--- src/rtl/core/autotile_subtile_blit_generator_unit_defines.svh ---
// assertion macros shared by the blit generator rtl
`ifndef AUTOTILE_SUBTILE_BLIT_GENERATOR_UNIT_DEFINES_SVH
`define AUTOTILE_SUBTILE_BLIT_GENERATOR_UNIT_DEFINES_SVH

`ifndef NO_ASSERTIONS
`define ASTBG_ASSERT(name, clk, rst, prop, msg) \
  name: assert property (@(posedge clk) disable iff (rst) prop) else $error(msg);
`define ASTBG_ASSERT_NEXT(name, clk, rst, pre, post, msg) \
  name: assert property (@(posedge clk) disable iff (rst) pre |=> post) else $error(msg);
`else
`define ASTBG_ASSERT(name, clk, rst, prop, msg)
`define ASTBG_ASSERT_NEXT(name, clk, rst, pre, post, msg)
`endif

`endif

--- src/rtl/core/astbg_pkg.sv ---
// types and constants of the autotile blit generator
package astbg_pkg;

  localparam int MaxRects = 5;

  localparam logic [1:0] OP_WATER   = 2'd0;
  localparam logic [1:0] OP_TERRAIN = 2'd1;
  localparam logic [1:0] OP_DEPTH   = 2'd2;

  typedef struct packed {
    logic       ox;
    logic       oy;
    logic [7:0] sx;
    logic [7:0] sy;
    logic       w16;
    logic       h16;
  } blit_ent_t;

  typedef struct packed {
    logic [11:0]                    dest_x;
    logic [11:0]                    dest_y;
    logic [2:0]                     count;
    blit_ent_t [MaxRects-1:0]       e;
  } blit_item_t;

endpackage

--- src/rtl/core/astbg_tile_if.sv ---
// tile request channel
interface astbg_tile_if;
  logic        valid;
  logic        ready;
  logic [1:0]  operation;
  logic [11:0] dest_x;
  logic [11:0] dest_y;
  logic [1:0]  frame;
  logic        border;
  logic [1:0]  water_row;
  logic [3:0]  terrain_index;
  logic [1:0]  depth_row;
  logic [5:0]  combination;

  modport source (
    output valid, operation, dest_x, dest_y, frame, border, water_row,
           terrain_index, depth_row, combination,
    input  ready
  );
  modport sink (
    input  valid, operation, dest_x, dest_y, frame, border, water_row,
           terrain_index, depth_row, combination,
    output ready
  );
endinterface

--- src/rtl/core/astbg_blit_if.sv ---
// blit rectangle channel
interface astbg_blit_if;
  logic        valid;
  logic        ready;
  logic [11:0] dst_x;
  logic [11:0] dst_y;
  logic [7:0]  src_x;
  logic [7:0]  src_y;
  logic [4:0]  rect_width;
  logic [4:0]  rect_height;
  logic        last;

  modport source (
    output valid, dst_x, dst_y, src_x, src_y, rect_width, rect_height, last,
    input  ready
  );
  modport sink (
    input  valid, dst_x, dst_y, src_x, src_y, rect_width, rect_height, last,
    output ready
  );
endinterface

--- src/rtl/core/autotile_subtile_blit_generator_unit.sv ---
// autotile blit generator top level
//
// tile (sink): one transfer asks for one composed 16x16 tile of kind water,
// terrain or depth, with its destination, frame, border, rows, terrain index
// and 6-bit edge combination code.
// blit (source): the tile's blit rectangles in order, one transfer each,
// last set on the final one; a tile that yields no rectangle sends nothing.
// pipeline: input register, decode of the rectangle list and source bases,
// source coordinate adders, then a sequencer and output register.
// path: input, decode and adder registers, then the sequencer's held copy and
// the output register. throughput: one rectangle per cycle from the sequencer
// while blit ready is high; a tile has zero to five rectangles, and the next tile is taken as its last one is sent.
// a new tile is taken every cycle while the stages ahead have room.
// reset clears every valid bit; no rectangle is pending afterwards.
// when the receiver stalls the output register holds its rectangle, the
// stages fill up and tile ready drops; nothing is lost or repeated.
`include "autotile_subtile_blit_generator_unit_defines.svh"

module autotile_subtile_blit_generator_unit (
  input  logic         clk,
  input  logic         rst,
  astbg_tile_if.sink   tile,
  astbg_blit_if.source blit
);
  import astbg_pkg::*;

  typedef struct packed {
    logic       alt;
    logic       ox;
    logic       oy;
    logic [5:0] dx;
    logic [5:0] dy;
    logic       w16;
    logic       h16;
  } rect_ent_t;

  typedef struct packed {
    logic [2:0]               count;
    rect_ent_t [MaxRects-1:0] e;
  } rect_list_t;

  typedef struct packed {
    logic [1:0]  op;
    logic [11:0] dest_x;
    logic [11:0] dest_y;
    logic [1:0]  frame;
    logic        border;
    logic [1:0]  water_row;
    logic [3:0]  terrain_index;
    logic [1:0]  depth_row;
    logic [5:0]  comb;
  } s1_t;

  typedef struct packed {
    logic [11:0] dest_x;
    logic [11:0] dest_y;
    logic [7:0]  base_x;
    logic [7:0]  base_y;
    logic [7:0]  alt_x;
    logic [7:0]  alt_y;
    rect_list_t  list;
  } s2_t;

  function automatic rect_ent_t ent(input logic [3:0] ox, input logic [3:0] oy,
                                    input logic [5:0] dx, input logic [5:0] dy,
                                    input logic [4:0] w, input logic [4:0] h);
    rect_ent_t r;
    r.alt = 1'b0;
    r.ox  = ox[3];
    r.oy  = oy[3];
    r.dx  = dx;
    r.dy  = dy;
    r.w16 = w[4];
    r.h16 = h[4];
    return r;
  endfunction

  function automatic rect_list_t push(input rect_list_t l, input rect_ent_t e);
    rect_list_t r;
    r = l;
    if (l.count < 3'(MaxRects)) begin
      r.e[l.count] = e;
      r.count      = l.count + 3'd1;
    end
    return r;
  endfunction

  function automatic rect_list_t water_list(input logic [5:0] c);
    rect_list_t l;
    rect_ent_t  bg;
    l      = '0;
    bg     = ent(4'd0, 4'd0, 6'd0, 6'd0, 5'd16, 5'd16);
    bg.alt = 1'b1;
    l      = push(l, bg);
    if (c[5]) begin
      if (c > 6'h29) begin
        case (c)
          6'h2A: begin
            l = push(l, ent(4'd0, 4'd0, 6'd0, 6'd0, 5'd16, 5'd8));
            l = push(l, ent(4'd0, 4'd8, 6'd0, 6'd24, 5'd16, 5'd8));
          end
          6'h2B: begin
            l = push(l, ent(4'd0, 4'd0, 6'd0, 6'd0, 5'd8, 5'd16));
            l = push(l, ent(4'd8, 4'd0, 6'd8, 6'd32, 5'd8, 5'd16));
          end
          6'h2C: begin
            l = push(l, ent(4'd0, 4'd8, 6'd0, 6'd8, 5'd16, 5'd8));
            l = push(l, ent(4'd0, 4'd0, 6'd0, 6'd16, 5'd16, 5'd8));
          end
          6'h2D: begin
            l = push(l, ent(4'd8, 4'd0, 6'd8, 6'd0, 5'd8, 5'd16));
            l = push(l, ent(4'd0, 4'd0, 6'd0, 6'd32, 5'd8, 5'd16));
          end
          6'h2E: l = push(l, ent(4'd0, 4'd0, 6'd0, 6'd0, 5'd16, 5'd16));
          default: ;
        endcase
      end else begin
        case (c[3:1])
          3'd0: begin
            if (c[0]) l = push(l, ent(4'd0, 4'd0, 6'd0, 6'd32, 5'd16, 5'd16));
            else      l = push(l, ent(4'd0, 4'd0, 6'd0, 6'd16, 5'd16, 5'd16));
          end
          3'd1: begin
            l = push(l, ent(4'd0, 4'd0, 6'd0, 6'd0, 5'd8, 5'd8));
            l = push(l, ent(4'd0, 4'd8, 6'd0, 6'd24, 5'd8, 5'd8));
            l = push(l, ent(4'd8, 4'd0, 6'd8, 6'd32, 5'd8, 5'd8));
            if (c[0]) l = push(l, ent(4'd8, 4'd8, 6'd8, 6'd56, 5'd8, 5'd8));
          end
          3'd2: begin
            l = push(l, ent(4'd8, 4'd0, 6'd8, 6'd0, 5'd8, 5'd8));
            l = push(l, ent(4'd8, 4'd8, 6'd8, 6'd24, 5'd8, 5'd8));
            l = push(l, ent(4'd0, 4'd0, 6'd0, 6'd32, 5'd8, 5'd8));
            if (c[0]) l = push(l, ent(4'd0, 4'd8, 6'd0, 6'd56, 5'd8, 5'd8));
          end
          3'd3: begin
            l = push(l, ent(4'd8, 4'd8, 6'd8, 6'd8, 5'd8, 5'd8));
            l = push(l, ent(4'd8, 4'd0, 6'd8, 6'd16, 5'd8, 5'd8));
            l = push(l, ent(4'd0, 4'd8, 6'd0, 6'd40, 5'd8, 5'd8));
            if (c[0]) l = push(l, ent(4'd0, 4'd0, 6'd0, 6'd48, 5'd8, 5'd8));
          end
          3'd4: begin
            l = push(l, ent(4'd0, 4'd8, 6'd0, 6'd8, 5'd8, 5'd8));
            l = push(l, ent(4'd0, 4'd0, 6'd0, 6'd16, 5'd8, 5'd8));
            l = push(l, ent(4'd8, 4'd8, 6'd8, 6'd40, 5'd8, 5'd8));
            if (c[0]) l = push(l, ent(4'd8, 4'd0, 6'd8, 6'd48, 5'd8, 5'd8));
          end
          default: ;
        endcase
      end
    end else if (c[4]) begin
      case (c[3:2])
        2'd0: begin
          l = push(l, ent(4'd0, 4'd0, 6'd0, 6'd16, 5'd8, 5'd16));
          if (c[0]) l = push(l, ent(4'd8, 4'd0, 6'd8, 6'd48, 5'd8, 5'd8));
          if (c[1]) l = push(l, ent(4'd8, 4'd8, 6'd8, 6'd56, 5'd8, 5'd8));
        end
        2'd1: begin
          l = push(l, ent(4'd0, 4'd0, 6'd0, 6'd32, 5'd16, 5'd8));
          if (c[0]) l = push(l, ent(4'd8, 4'd8, 6'd8, 6'd56, 5'd8, 5'd8));
          if (c[1]) l = push(l, ent(4'd0, 4'd8, 6'd0, 6'd56, 5'd8, 5'd8));
        end
        2'd2: begin
          l = push(l, ent(4'd8, 4'd0, 6'd8, 6'd16, 5'd8, 5'd16));
          if (c[0]) l = push(l, ent(4'd0, 4'd8, 6'd0, 6'd56, 5'd8, 5'd8));
          if (c[1]) l = push(l, ent(4'd0, 4'd0, 6'd0, 6'd48, 5'd8, 5'd8));
        end
        default: begin
          l = push(l, ent(4'd0, 4'd8, 6'd0, 6'd40, 5'd16, 5'd8));
          if (c[0]) l = push(l, ent(4'd0, 4'd0, 6'd0, 6'd48, 5'd8, 5'd8));
          if (c[1]) l = push(l, ent(4'd8, 4'd0, 6'd8, 6'd48, 5'd8, 5'd8));
        end
      endcase
    end else begin
      if (c[0]) l = push(l, ent(4'd0, 4'd0, 6'd0, 6'd48, 5'd8, 5'd8));
      if (c[1]) l = push(l, ent(4'd8, 4'd0, 6'd8, 6'd48, 5'd8, 5'd8));
      if (c[2]) l = push(l, ent(4'd8, 4'd8, 6'd8, 6'd56, 5'd8, 5'd8));
      if (c[3]) l = push(l, ent(4'd0, 4'd8, 6'd0, 6'd56, 5'd8, 5'd8));
    end
    return l;
  endfunction

  function automatic rect_list_t terrain_list(input logic [5:0] c);
    rect_list_t l;
    l = '0;
    l = push(l, ent(4'd0, 4'd0, 6'd16, 6'd32, 5'd16, 5'd16));
    if (c[5]) begin
      if (c > 6'h29) begin
        case (c)
          6'h2A: begin
            l = push(l, ent(4'd0, 4'd0, 6'd0, 6'd16, 5'd8, 5'd16));
            l = push(l, ent(4'd8, 4'd0, 6'd40, 6'd16, 5'd8, 5'd16));
          end
          6'h2B: begin
            l = push(l, ent(4'd0, 4'd0, 6'd0, 6'd16, 5'd16, 5'd8));
            l = push(l, ent(4'd0, 4'd8, 6'd0, 6'd56, 5'd16, 5'd8));
          end
          6'h2C: begin
            l = push(l, ent(4'd0, 4'd0, 6'd0, 6'd48, 5'd8, 5'd16));
            l = push(l, ent(4'd8, 4'd0, 6'd40, 6'd48, 5'd8, 5'd16));
          end
          6'h2D: begin
            l = push(l, ent(4'd0, 4'd0, 6'd32, 6'd16, 5'd16, 5'd8));
            l = push(l, ent(4'd0, 4'd8, 6'd32, 6'd56, 5'd16, 5'd8));
          end
          6'h2E: begin
            l = push(l, ent(4'd0, 4'd0, 6'd0, 6'd16, 5'd8, 5'd8));
            l = push(l, ent(4'd8, 4'd0, 6'd40, 6'd16, 5'd8, 5'd8));
            l = push(l, ent(4'd0, 4'd8, 6'd0, 6'd56, 5'd8, 5'd8));
            l = push(l, ent(4'd8, 4'd8, 6'd40, 6'd56, 5'd8, 5'd8));
          end
          6'h31: l = push(l, ent(4'd0, 4'd0, 6'd0, 6'd0, 5'd16, 5'd16));
          default: ;
        endcase
      end else begin
        case (c[3:1])
          3'd0: begin
            if (c[0]) begin
              l = push(l, ent(4'd0, 4'd0, 6'd16, 6'd16, 5'd16, 5'd8));
              l = push(l, ent(4'd0, 4'd8, 6'd16, 6'd56, 5'd16, 5'd8));
            end else begin
              l = push(l, ent(4'd0, 4'd0, 6'd0, 6'd32, 5'd8, 5'd16));
              l = push(l, ent(4'd8, 4'd0, 6'd40, 6'd32, 5'd8, 5'd16));
            end
          end
          3'd1: begin
            l = push(l, ent(4'd0, 4'd0, 6'd0, 6'd16, 5'd16, 5'd16));
            if (c[0]) l = push(l, ent(4'd8, 4'd8, 6'd40, 6'd8, 5'd8, 5'd8));
          end
          3'd2: begin
            l = push(l, ent(4'd0, 4'd0, 6'd32, 6'd16, 5'd16, 5'd16));
            if (c[0]) l = push(l, ent(4'd0, 4'd8, 6'd32, 6'd8, 5'd8, 5'd8));
          end
          3'd3: begin
            l = push(l, ent(4'd0, 4'd0, 6'd32, 6'd48, 5'd16, 5'd16));
            if (c[0]) l = push(l, ent(4'd0, 4'd0, 6'd32, 6'd0, 5'd8, 5'd8));
          end
          3'd4: begin
            l = push(l, ent(4'd0, 4'd0, 6'd0, 6'd48, 5'd16, 5'd16));
            if (c[0]) l = push(l, ent(4'd8, 4'd0, 6'd40, 6'd0, 5'd8, 5'd8));
          end
          default: ;
        endcase
      end
    end else if (c[4]) begin
      case (c[3:2])
        2'd0: begin
          l = push(l, ent(4'd0, 4'd0, 6'd0, 6'd32, 5'd16, 5'd16));
          if (c[0]) l = push(l, ent(4'd8, 4'd0, 6'd40, 6'd0, 5'd8, 5'd8));
          if (c[1]) l = push(l, ent(4'd8, 4'd8, 6'd40, 6'd8, 5'd8, 5'd8));
        end
        2'd1: begin
          l = push(l, ent(4'd0, 4'd0, 6'd16, 6'd16, 5'd16, 5'd16));
          if (c[0]) l = push(l, ent(4'd8, 4'd8, 6'd40, 6'd8, 5'd8, 5'd8));
          if (c[1]) l = push(l, ent(4'd0, 4'd8, 6'd32, 6'd8, 5'd8, 5'd8));
        end
        2'd2: begin
          l = push(l, ent(4'd0, 4'd0, 6'd32, 6'd32, 5'd16, 5'd16));
          if (c[0]) l = push(l, ent(4'd0, 4'd8, 6'd32, 6'd8, 5'd8, 5'd8));
          if (c[1]) l = push(l, ent(4'd0, 4'd0, 6'd32, 6'd0, 5'd8, 5'd8));
        end
        default: begin
          l = push(l, ent(4'd0, 4'd0, 6'd16, 6'd48, 5'd16, 5'd16));
          if (c[0]) l = push(l, ent(4'd0, 4'd0, 6'd32, 6'd0, 5'd8, 5'd8));
          if (c[1]) l = push(l, ent(4'd8, 4'd0, 6'd40, 6'd0, 5'd8, 5'd8));
        end
      endcase
    end else begin
      if (c[0]) l = push(l, ent(4'd0, 4'd0, 6'd32, 6'd0, 5'd8, 5'd8));
      if (c[1]) l = push(l, ent(4'd8, 4'd0, 6'd40, 6'd0, 5'd8, 5'd8));
      if (c[2]) l = push(l, ent(4'd8, 4'd8, 6'd40, 6'd8, 5'd8, 5'd8));
      if (c[3]) l = push(l, ent(4'd0, 4'd8, 6'd32, 6'd8, 5'd8, 5'd8));
    end
    return l;
  endfunction

  function automatic rect_list_t depth_list(input logic [5:0] c);
    rect_list_t l;
    l = '0;
    if (c[0]) l = push(l, ent(4'd0, 4'd0, 6'd0, 6'd0, 5'd8, 5'd8));
    if (c[1]) l = push(l, ent(4'd8, 4'd0, 6'd8, 6'd0, 5'd8, 5'd8));
    if (c[2]) l = push(l, ent(4'd8, 4'd8, 6'd8, 6'd8, 5'd8, 5'd8));
    if (c[3]) l = push(l, ent(4'd0, 4'd8, 6'd0, 6'd8, 5'd8, 5'd8));
    return l;
  endfunction

  s1_t        s1;
  logic       s1_valid;
  s2_t        s2;
  s2_t        s2_next;
  logic       s2_valid;
  blit_item_t s3;
  blit_item_t s3_next;
  logic       s3_valid;

  logic       em_ready;
  logic       s1_free;
  logic       s2_free;
  logic       s3_free;

  logic [7:0] frame_x;
  logic [7:0] border_x;
  logic [4:0] terr_t;
  logic [7:0] terr_x;
  logic [7:0] terr_y;

  assign s3_free = !s3_valid || em_ready;
  assign s2_free = !s2_valid || s3_free;
  assign s1_free = !s1_valid || s2_free;
  assign tile.ready = s1_free;

  // source bases and rectangle list
  always_comb begin
    frame_x  = {2'd0, s1.frame, 4'd0};
    border_x = frame_x + (s1.border ? 8'd48 : 8'd0);
    terr_t   = {1'b0, s1.terrain_index} + 5'd4;
    terr_x   = (terr_t[0] ? 8'd48 : 8'd0) +
               ((terr_t[4:3] == 2'd2) ? 8'd192 : ((terr_t[4:3] == 2'd1) ? 8'd96 : 8'd0));
    terr_y   = {terr_t[2:1], 6'd0};

    s2_next.dest_x = s1.dest_x;
    s2_next.dest_y = s1.dest_y;
    s2_next.alt_x  = frame_x;
    s2_next.alt_y  = 8'd64 + {2'd0, s1.water_row, 4'd0};
    case (s1.op)
      OP_WATER: begin
        s2_next.base_x = border_x;
        s2_next.base_y = 8'd0;
        s2_next.list   = water_list(s1.comb);
      end
      OP_TERRAIN: begin
        s2_next.base_x = terr_x;
        s2_next.base_y = terr_y;
        s2_next.list   = terrain_list(s1.comb);
      end
      OP_DEPTH: begin
        s2_next.base_x = frame_x;
        s2_next.base_y = 8'd64 + {2'd0, s1.depth_row, 4'd0};
        s2_next.list   = depth_list(s1.comb);
      end
      default: begin
        s2_next.base_x = 8'd0;
        s2_next.base_y = 8'd0;
        s2_next.list   = '0;
      end
    endcase
  end

  // final source coordinates
  always_comb begin
    s3_next.dest_x = s2.dest_x;
    s3_next.dest_y = s2.dest_y;
    s3_next.count  = s2.list.count;
    for (int i = 0; i < MaxRects; i++) begin
      s3_next.e[i].ox  = s2.list.e[i].ox;
      s3_next.e[i].oy  = s2.list.e[i].oy;
      s3_next.e[i].w16 = s2.list.e[i].w16;
      s3_next.e[i].h16 = s2.list.e[i].h16;
      s3_next.e[i].sx  = (s2.list.e[i].alt ? s2.alt_x : s2.base_x) + {2'd0, s2.list.e[i].dx};
      s3_next.e[i].sy  = (s2.list.e[i].alt ? s2.alt_y : s2.base_y) + {2'd0, s2.list.e[i].dy};
    end
  end

  always_ff @(posedge clk) begin
    if (rst) begin
      s1_valid <= 1'b0;
      s2_valid <= 1'b0;
      s3_valid <= 1'b0;
    end else begin
      if (s1_free) s1_valid <= tile.valid;
      if (s2_free) s2_valid <= s1_valid;
      if (s3_free) s3_valid <= s2_valid;
    end
  end

  always_ff @(posedge clk) begin
    if (s1_free) begin
      s1.op            <= tile.operation;
      s1.dest_x        <= tile.dest_x;
      s1.dest_y        <= tile.dest_y;
      s1.frame         <= tile.frame;
      s1.border        <= tile.border;
      s1.water_row     <= tile.water_row;
      s1.terrain_index <= tile.terrain_index;
      s1.depth_row     <= tile.depth_row;
      s1.comb          <= tile.combination;
    end
    if (s2_free) s2 <= s2_next;
    if (s3_free) s3 <= s3_next;
  end

  astbg_emit u_emit (
    .clk        (clk),
    .rst        (rst),
    .item_valid (s3_valid),
    .item       (s3),
    .item_ready (em_ready),
    .blit       (blit)
  );

  `ASTBG_ASSERT_NEXT(a_tile_enters, clk, rst, tile.valid && tile.ready, s1_valid, "accepted tile not captured")
  `ASTBG_ASSERT_NEXT(a_depth_count, clk, rst, s1_valid && s1.op == OP_DEPTH && s2_free, s2.list.count == 3'($countones($past(s1.comb[3:0]))), "depth quarter count mismatch")
  `ASTBG_ASSERT_NEXT(a_terrain_bg, clk, rst, s1_valid && s1.op == OP_TERRAIN && s2_free, s2.list.count != 3'd0, "terrain tile without background")

endmodule

--- src/rtl/core/astbg_emit.sv ---
// rectangle sequencer: holds one tile's list and sends one rectangle per cycle while blit ready is high
`include "autotile_subtile_blit_generator_unit_defines.svh"

module astbg_emit (
  input  logic                 clk,
  input  logic                 rst,
  input  logic                 item_valid,
  input  astbg_pkg::blit_item_t item,
  output logic                 item_ready,
  astbg_blit_if.source         blit
);
  import astbg_pkg::*;

  blit_item_t  held;
  logic        busy;
  logic [2:0]  idx;
  logic        out_valid;
  logic [11:0] out_dst_x;
  logic [11:0] out_dst_y;
  logic [7:0]  out_src_x;
  logic [7:0]  out_src_y;
  logic [4:0]  out_width;
  logic [4:0]  out_height;
  logic        out_last;

  blit_ent_t cur;
  logic      out_free;
  logic      is_last;
  logic      fire;
  logic      done;

  assign cur      = held.e[idx];
  assign out_free = !out_valid || blit.ready;
  assign is_last  = (idx == held.count - 3'd1);
  assign fire     = busy && (held.count != 3'd0) && out_free;
  assign done     = busy && ((held.count == 3'd0) || (fire && is_last));
  assign item_ready = !busy || done;

  always_ff @(posedge clk) begin
    if (rst) begin
      busy      <= 1'b0;
      idx       <= 3'd0;
      out_valid <= 1'b0;
    end else begin
      if (item_ready) begin
        busy <= item_valid;
        idx  <= 3'd0;
      end else if (fire) begin
        idx <= idx + 3'd1;
      end
      if (fire) begin
        out_valid <= 1'b1;
      end else if (blit.ready) begin
        out_valid <= 1'b0;
      end
    end
  end

  always_ff @(posedge clk) begin
    if (item_ready) begin
      held <= item;
    end
    if (fire) begin
      out_dst_x  <= held.dest_x + {8'd0, cur.ox, 3'd0};
      out_dst_y  <= held.dest_y + {8'd0, cur.oy, 3'd0};
      out_src_x  <= cur.sx;
      out_src_y  <= cur.sy;
      out_width  <= cur.w16 ? 5'd16 : 5'd8;
      out_height <= cur.h16 ? 5'd16 : 5'd8;
      out_last   <= is_last;
    end
  end

  assign blit.valid       = out_valid;
  assign blit.dst_x       = out_dst_x;
  assign blit.dst_y       = out_dst_y;
  assign blit.src_x       = out_src_x;
  assign blit.src_y       = out_src_y;
  assign blit.rect_width  = out_width;
  assign blit.rect_height = out_height;
  assign blit.last        = out_last;

  `ASTBG_ASSERT(a_idx_in_list, clk, rst, busy && held.count != 3'd0 |-> idx < held.count, "rectangle index past end of list")
  `ASTBG_ASSERT(a_count_bound, clk, rst, busy |-> held.count <= 3'(MaxRects), "rectangle count too large")
  `ASTBG_ASSERT_NEXT(a_last_frees, clk, rst, fire && is_last, !busy || idx == 3'd0, "sequencer not released after last rectangle")

endmodule

--- src/flat_wrapper.sv ---
// flat-port wrapper written by rule: the top's interface ports become plain ports
module autotile_subtile_blit_generator_unit_flat import astbg_pkg::*;
  (clk, rst, tile_valid, tile_operation, tile_dest_x, tile_dest_y, tile_frame, tile_border, tile_water_row, tile_terrain_index, tile_depth_row, tile_combination, tile_ready, blit_valid, blit_dst_x, blit_dst_y, blit_src_x, blit_src_y, blit_rect_width, blit_rect_height, blit_last, blit_ready);
  astbg_tile_if tile_i ();
  astbg_blit_if blit_i ();
  input  logic clk;
  input  logic rst;
  input wire logic [$bits(tile_i.valid)-1:0] tile_valid;
  input wire logic [$bits(tile_i.operation)-1:0] tile_operation;
  input wire logic [$bits(tile_i.dest_x)-1:0] tile_dest_x;
  input wire logic [$bits(tile_i.dest_y)-1:0] tile_dest_y;
  input wire logic [$bits(tile_i.frame)-1:0] tile_frame;
  input wire logic [$bits(tile_i.border)-1:0] tile_border;
  input wire logic [$bits(tile_i.water_row)-1:0] tile_water_row;
  input wire logic [$bits(tile_i.terrain_index)-1:0] tile_terrain_index;
  input wire logic [$bits(tile_i.depth_row)-1:0] tile_depth_row;
  input wire logic [$bits(tile_i.combination)-1:0] tile_combination;
  output wire logic [$bits(tile_i.ready)-1:0] tile_ready;
  output wire logic [$bits(blit_i.valid)-1:0] blit_valid;
  output wire logic [$bits(blit_i.dst_x)-1:0] blit_dst_x;
  output wire logic [$bits(blit_i.dst_y)-1:0] blit_dst_y;
  output wire logic [$bits(blit_i.src_x)-1:0] blit_src_x;
  output wire logic [$bits(blit_i.src_y)-1:0] blit_src_y;
  output wire logic [$bits(blit_i.rect_width)-1:0] blit_rect_width;
  output wire logic [$bits(blit_i.rect_height)-1:0] blit_rect_height;
  output wire logic [$bits(blit_i.last)-1:0] blit_last;
  input wire logic [$bits(blit_i.ready)-1:0] blit_ready;
  assign tile_i.valid = tile_valid;
  assign tile_i.operation = tile_operation;
  assign tile_i.dest_x = tile_dest_x;
  assign tile_i.dest_y = tile_dest_y;
  assign tile_i.frame = tile_frame;
  assign tile_i.border = tile_border;
  assign tile_i.water_row = tile_water_row;
  assign tile_i.terrain_index = tile_terrain_index;
  assign tile_i.depth_row = tile_depth_row;
  assign tile_i.combination = tile_combination;
  assign tile_ready = tile_i.ready;
  assign blit_valid = blit_i.valid;
  assign blit_dst_x = blit_i.dst_x;
  assign blit_dst_y = blit_i.dst_y;
  assign blit_src_x = blit_i.src_x;
  assign blit_src_y = blit_i.src_y;
  assign blit_rect_width = blit_i.rect_width;
  assign blit_rect_height = blit_i.rect_height;
  assign blit_last = blit_i.last;
  assign blit_i.ready = blit_ready;
  autotile_subtile_blit_generator_unit u_core (.clk(clk), .rst(rst), .tile(tile_i), .blit(blit_i));
endmodule
--- config.mk ---
export PLATFORM = sky130hd
export DESIGN_NAME = autotile_subtile_blit_generator_unit_flat
export DESIGN_NICKNAME = d
export VERILOG_FILES = /design/src/rtl/core/astbg_pkg.sv /design/src/rtl/core/astbg_tile_if.sv /design/src/rtl/core/astbg_blit_if.sv /design/src/rtl/core/autotile_subtile_blit_generator_unit.sv /design/src/rtl/core/astbg_emit.sv /design/src/flat_wrapper.sv
export VERILOG_INCLUDE_DIRS = /design/src /design/src/rtl/core
export SDC_FILE = /design/constraint.sdc
export NUM_CORES = 1
export LEC_CHECK = 0
export BUFFER_PORTS_ARGS = -buffer_cell sky130_fd_sc_hd__buf_4
export CAP_MARGIN = 30
export CORE_MARGIN = 1.5
export CORE_UTILIZATION = 25
export DETAILED_ROUTE_END_ITERATION = 12
export GPL_TIMING_DRIVEN = 0
export HOLD_SLACK_MARGIN = 0.12
export SYNTH_ARGS = -nofsm -noshare
export SYNTH_HDL_FRONTEND = slang
export SYNTH_HIERARCHICAL = 1
export SYNTH_SLANG_ARGS = --single-unit
--- constraint.sdc ---
create_clock -name clk -period 5.6 [get_ports clk]
set_input_delay 0.56 -clock clk [delete_from_list [all_inputs] [get_ports clk]]
set_output_delay 0.56 -clock clk [all_outputs]
set_load 0.01 [all_outputs]
Yosys cells after proc, flatten, opt, wreduce, memory -nomap -nowiden
Index checks and enable logic that the tools add are counted.
{"block": "word_totals", "regBits": 494, "elab_cells": 1209}
{"block": "op_classes", "bitwise_logic": 260, "n_reduce_logical": 79, "magnitude_cmp": 170, "n_mux": 478, "eq_ne": 17, "addsub": 75}
{"operator": "88-bit 2-to-1 mux", "n": 333}
{"operator": "17-bit demux with 3-bit select", "n": 56}
{"operator": "70-bit inverter", "n": 21}
{"operator": "88-bit one-hot mux with 5 select lines", "n": 3}
{"operator": "65-bit inverter", "n": 20}
{"operator": "75-bit inverter", "n": 17}
{"operator": "17-bit 2-to-1 mux", "n": 58}
{"operator": "65-bit AND", "n": 13}
{"operator": "70-bit AND", "n": 12}
{"operator": "88-bit one-hot mux with 3 select lines", "n": 3}
{"operator": "15-bit by 75-bit AND with 75-bit output", "n": 10}
{"operator": "80-bit inverter", "n": 9}
{"operator": "60-bit inverter", "n": 11}
{"operator": "14-bit by 70-bit AND with 70-bit output", "n": 9}
{"operator": "60-bit AND", "n": 9}
{"operator": "88-bit one-hot mux with 6 select lines", "n": 1}
{"operator": "75-bit AND", "n": 7}
{"operator": "13-bit by 65-bit AND with 65-bit output", "n": 7}
{"operator": "80-bit AND", "n": 5}
{"operator": "55-bit AND", "n": 7}
{"operator": "55-bit inverter", "n": 7}
{"operator": "16-bit by 80-bit AND with 80-bit output", "n": 4}
{"operator": "20-bit bitwise OR", "n": 13}
{"operator": "3-bit by 4-bit less-than comparator with 1-bit output, second input constant", "n": 57}
{"operator": "other kinds (53)", "n": 387}

Longest topological paths before layout
{"block": "logic_depth", "depth_word": 47, "depth_mapped": 12, "depth_no_buf": 9}

Modules after synthesis
Netlist, hierarchy kept.
{"module": "autotile_subtile_blit_generator_unit", "n_inst": 1, "cells_each": 637, "area_each_um2": 8877.3}
{"module": "astbg_emit", "n_inst": 1, "cells_each": 341, "area_each_um2": 6546.3}

Worst setup path after synthesis
OpenSTA, ideal clock, no wires.
{"block": "synth_path", "kind": "reg-to-reg", "startpoint": "register u_core.u_emit.idx[2]", "endpoint": "register u_core/s2[100] in the netlist's numbering, enable pin", "path_buffers": 0, "path_slack_ns": -0.520, "arrival_time_ns": 5.694, "setup_ns": 0.426, "stages_incl_launch_ff": 7, "required_time_ns": 5.174, "path_cell_list": "dfxtp_1 xor3_1 nor3_2 a21o_1 nor2b_1 and2_1 inv_1"}
{"block": "synth_via", "elab_chain_len": 7}
{"item": "start, declared", "line_no": "astbg_emit.sv:16", "source": "logic [2:0] idx;"}
{"item": "start signal, assigned", "line_no": "astbg_emit.sv:49", "source": "idx <= idx + 3'd1;"}
{"item": "3-bit == test", "line_no": "astbg_emit.sv:34", "source": "assign is_last = (idx == held.count - 3'd1);"}
{"item": "net u_core.u_emit.is_last", "line_no": "astbg_emit.sv:28", "source": "logic is_last;"}
{"item": "1-bit logical AND", "line_no": "astbg_emit.sv:36", "source": "assign done = busy && ((held.count == 3'd0) || (fire && is_last));"}
{"item": "1-bit logical OR", "line_no": "astbg_emit.sv:36"}
{"item": "1-bit logical AND", "line_no": "astbg_emit.sv:36"}
{"item": "1-bit logical OR", "line_no": "astbg_emit.sv:37", "source": "assign item_ready = !busy || done;"}
{"item": "net u_core.em_ready", "line_no": "autotile_subtile_blit_generator_unit.sv:295", "source": "logic em_ready;"}
{"item": "1-bit logical OR", "line_no": "autotile_subtile_blit_generator_unit.sv:306", "source": "assign s3_free = !s3_valid || em_ready;"}
{"item": "1-bit logical OR", "line_no": "autotile_subtile_blit_generator_unit.sv:307", "source": "assign s2_free = !s2_valid || s3_free;"}
{"item": "net u_core.s2_free", "line_no": "autotile_subtile_blit_generator_unit.sv:297", "source": "logic s2_free;"}
{"item": "end signal, assigned", "line_no": "autotile_subtile_blit_generator_unit.sv:387", "source": "if (s2_free) s2 <= s2_next;"}
{"item": "end, declared", "line_no": "autotile_subtile_blit_generator_unit.sv:288", "source": "s2_t s2;"}
The timed path passes the listed nets, and every way through them passes these cells.
A chain may end at the register's enable or synchronous reset.

Worst setup path in the final report
{"block": "layout_path", "startpoint": "register u_core.u_emit.idx[2]", "endpoint": "output tile_ready"}
{"block": "layout_via", "elab_chain_len": 8}
{"item": "3-bit == test", "line_no": "astbg_emit.sv:34"}
{"item": "net u_core.u_emit.is_last", "line_no": "astbg_emit.sv:28"}
{"item": "1-bit logical AND", "line_no": "astbg_emit.sv:36"}
{"item": "1-bit logical OR", "line_no": "astbg_emit.sv:36"}
{"item": "1-bit logical AND", "line_no": "astbg_emit.sv:36"}
{"item": "1-bit logical OR", "line_no": "astbg_emit.sv:37"}
{"item": "net u_core.em_ready", "line_no": "autotile_subtile_blit_generator_unit.sv:295"}
{"item": "1-bit logical OR", "line_no": "autotile_subtile_blit_generator_unit.sv:306"}
{"item": "1-bit logical OR", "line_no": "autotile_subtile_blit_generator_unit.sv:307"}
{"item": "1-bit logical OR", "line_no": "autotile_subtile_blit_generator_unit.sv:308", "source": "assign s1_free = !s1_valid || s2_free;"}
{"item": "end, declared", "line_no": "flat_wrapper.sv:18", "source": "output wire logic [$bits(tile_i.ready)-1:0] tile_ready;"}
The timed path passes the listed nets, and every way through them passes these cells.

==> run metrics <==
post-layout minimum cycle time 4.35 ns; number of antenna violations at the first check in global routing 0; Synth Warn # 6; outcome finished, final reports clean; finished layout cell area 18700 sq um; number of H-tree levels 2; number of different library cells in the post-synthesis netlist 75; worst hold slack after final layout 0.176 ns; post-synthesis area per instance 15.8 sq um; Num CTS Buffers 40; area grow syn2layout 21.3%; maximum buffer depth of the clock tree 3; Cell Area, Placed 17400 sq um; highest net fanout along the worst path 58; placement-stage worst setup slack 1.69 ns; number of buffers inserted by port buffering 93; Row Count 90; endpoint kind of the worst setup timing path primary output; register area share after synthesis 72.7%; pin count of the biggest net entering global routing 73; worst IR drop on VDD 208 uV; aggregate global-route resource usage 10.4%; TritonCTS Sinks 376; layout cells sized above 1 19.1%; routability-driven placement congestion ratio 0.920; max-slew violation total from the final report 0; share of flip-flops with an asynchronous set or reset 0%; depth of the worst register-to-register path 7; element type at the critical path start flop; worst relative slew slack 40.2%; Placed Cells incl. Taps 1896; via count of the first global-routing pass 8638; final clock skew 0.0219 ns; chip height 251 um; summed instance area of the synthesized netlist 15400 sq um; leakage power of the design 7.10 nW; max-capacitance violation count 0; DRT iter0 DRCs 529; Routed WL per cell 16.7 um; count of hold-fix buffers inserted at cts 0; initial core utilization 25.4%; latest clock arrival within the worst-skew pair 0.56 ns; clock-pin slew reported for the worst setup and hold paths after clock tree synthesis 0.06 ns; buffer cell driving the clock tree root clkbuf_16; Antenna diodes 0; CP Launch Point u_core/u_emit/idx[2]; wire length on met1 14.2 mm; Post-CTS Resized 0; Total Routed Length 32.9 mm; TritonRoute pass-1 iters 5; setup repair after global routing missed its margin false; launch point of the worst reg-to-reg path u_core/u_emit/idx[2]; post-route non-filler standard cell count 1969; DRC 0; via count of the routed design 8294; met3 WL post-DR 1.68 mm; Critical path destination tile_ready; highest signal layer in the routed design met4; number of fill cells in the layout 5954; final critical-path share of the clock period 77.8%; Least-Margin Pin Slew 0.894 ns; floorplan core area 60700 sq um; peak clock frequency supported by timing 0.230 GHz; die outline area 63200 sq um; clock tree from TritonCTS yes; DP Wirelength 23.4 mm; Reg2Reg Capture Point u_core/s1[30]; width of the die 251 um; post-synthesis register bit count 376; critical path type reg2out; Req. time, crit path 5.04 ns; Hold Crit Depth 1; postcts setup bufs 0; Overall Power 6.37 mW; number of synthesized flops with an enable pin 368; number of nets in the layout 1251; Hold WC Path Type in2reg; power density over cell area 340 nW/um^2; count of mapped cells out of synthesis 978; Detail Route met2 WL 15.7 mm; final setup vio count 0; leading register cell type out of synthesis edfxtp_1; count of nets left with antenna violations after detail routing 0; Arrival @ worst endpoint 3.79 ns; worst setup margin 1.25 ns; slack of the worst reg-to-reg path 2.20 ns; global route overflow 0; final count of hold timing violations 0; count of pins on the block boundary 100; global-route wire length before repair 50.3 mm; Avg Vias per Cell 4.21
[registers in the layout, indices dropped and copies added, names as in the netlist, 2 cells and up]
signal,cells
u_core/s1,41
u_core/u_emit/blit.rect_height,2
u_core/u_emit/blit.rect_width,2
u_core/u_emit/held,127
u_core/u_emit/blit.dst_x,12
u_core/u_emit/blit.src_x,8
u_core/s2,72
u_core/u_emit/idx,3
u_core/s3,81
u_core/frame_x,2
u_core/u_emit/blit.dst_y,12
u_core/u_emit/blit.src_y,8
[logic make-up (layout without fill, tap and decap cells)]
logic type      Yosys count  count (layout)  share of synthesized area (%)
flops                   376             376                           72.7
compound gates          165             165                           6.98
xor+xnor                 42              42                           2.48
mux                      33              33                           3.65
fa+ha+maj                49              49                           4.54
simple gates            198             198                           6.38
buf+inv                 113             284                           3.24
other cells               2              40                         0.0487
[cells in the mapped netlist, drive strengths merged (8+ instances only)]
master / count / share of area, %
edfxtp: 368 / 72
nor2: 53 / 1.3
ha: 36 / 2.9
xnor2: 29 / 1.6
a21o: 8 / 0.39
nor2b: 18 / 0.73
clkbuf: 17 / 0.41
a21oi: 36 / 1.2
o221ai: 8 / 0.45
dfxtp: 8 / 1.0
mux4: 18 / 2.6
fa: 12 / 1.6
inv: 58 / 1.4
nand3: 17 / 0.55
xor2: 12 / 0.68
nand2b: 8 / 0.32
o21ai: 52 / 1.7
mux2i: 9 / 0.58
nand2: 61 / 1.5
buf: 33 / 1.3
[area by class of cell]
class | instances | area, sq um | share of cell area [%]
inverter | 63 | 241 | 1.29
multi-input combinational | 527 | 3870 | 20.7
clock buffer | 50 | 1060 | 5.66
clock inverter | 23 | 267 | 1.42
buffer | 50 | 263 | 1.40
timing repair buffer | 98 | 821 | 4.39
tap | 782 | 978 | 5.23
sequential | 376 | 11200 | 59.9
[how the worst min path moves through the flow]
stage | endpoint | slack [ns] | startpoint
after floorplan | u_core/s2[120] | 0.40 | u_core/s1[17]
after global placement | u_core/s3[126] | 0.40 | u_core/s2[143]
after detailed placement | u_core/s2[124] | 0.40 | u_core/s1[21]
after CTS | u_core/s1[0] | 0.14 | tile_combination[0]
after global routing | u_core/s1[37] | 0.15 | tile_dest_x[8]
final | u_core/s1[0] | 0.18 | tile_combination[0]
[worst max-delay path, cell delays in order, from the launching register on]
cell and delay, ns:
dfxtp_1 0.48, xor3_1 0.48, nor3_2 0.33, a21o_4 0.65, nor2b_1 0.22, and2_1 0.29
nand2_2 0.30, buf_12 0.26, buf_4 0.17
[per-layer routing]
layer | up-vias | global-route usage, %
li1 | 3985 | -
met3 | 67 | 2.36
met2 | 223 | 17.4
met4 | 0 | 4.87
met1 | 4019 | 12.8
met5 | - | 0
[where the power goes]
group | switching, mW | leakage [nW] | total, mW | internal [mW]
Clock | 1.08 | 0.646 | 2.63 | 1.55
Combinational | 0.217 | 2.38 | 0.370 | 0.153
Sequential | 0.0684 | 4.07 | 3.37 | 3.30
[through the flow]
step	TNS, ns	utilization (%)
2_1_floorplan	0	-
3_3_place_gp	-156.39	28.4
3_5_place_dp	0	28.6
4_1_cts	0	30.8
5_1_grt	0	30.8
6_report	0	30.8
[placed cells by master (no fill, tap or decap), types with 7 or more instances in the layout]
| cell type | n |
|---|---|
| nand2_1 | 60 |
| xor2_1 | 12 |
| dfxtp_1 | 8 |
| nand2b_1 | 8 |
| mux2i_1 | 9 |
| o21a_1 | 7 |
| clkinv_1 | 12 |
| edfxtp_1 | 368 |
| nor2b_1 | 18 |
| xnor2_1 | 29 |
| nor2_1 | 53 |
| clkbuf_16 | 40 |
| and2_1 | 7 |
| mux4_2 | 18 |
| o221ai_1 | 8 |
| ha_1 | 36 |
| o21ai_1 | 22 |
| o21ai_0 | 29 |
| nand3_1 | 17 |
| fa_1 | 12 |
| a21oi_1 | 36 |
| buf_2 | 21 |
| nand4_1 | 7 |
| a21o_1 | 7 |
| inv_1 | 55 |
| conb_1 | 40 |
| clkbuf_1 | 25 |
| buf_4 | 102 |
Note: power is estimated with default switching activity, not from simulation.
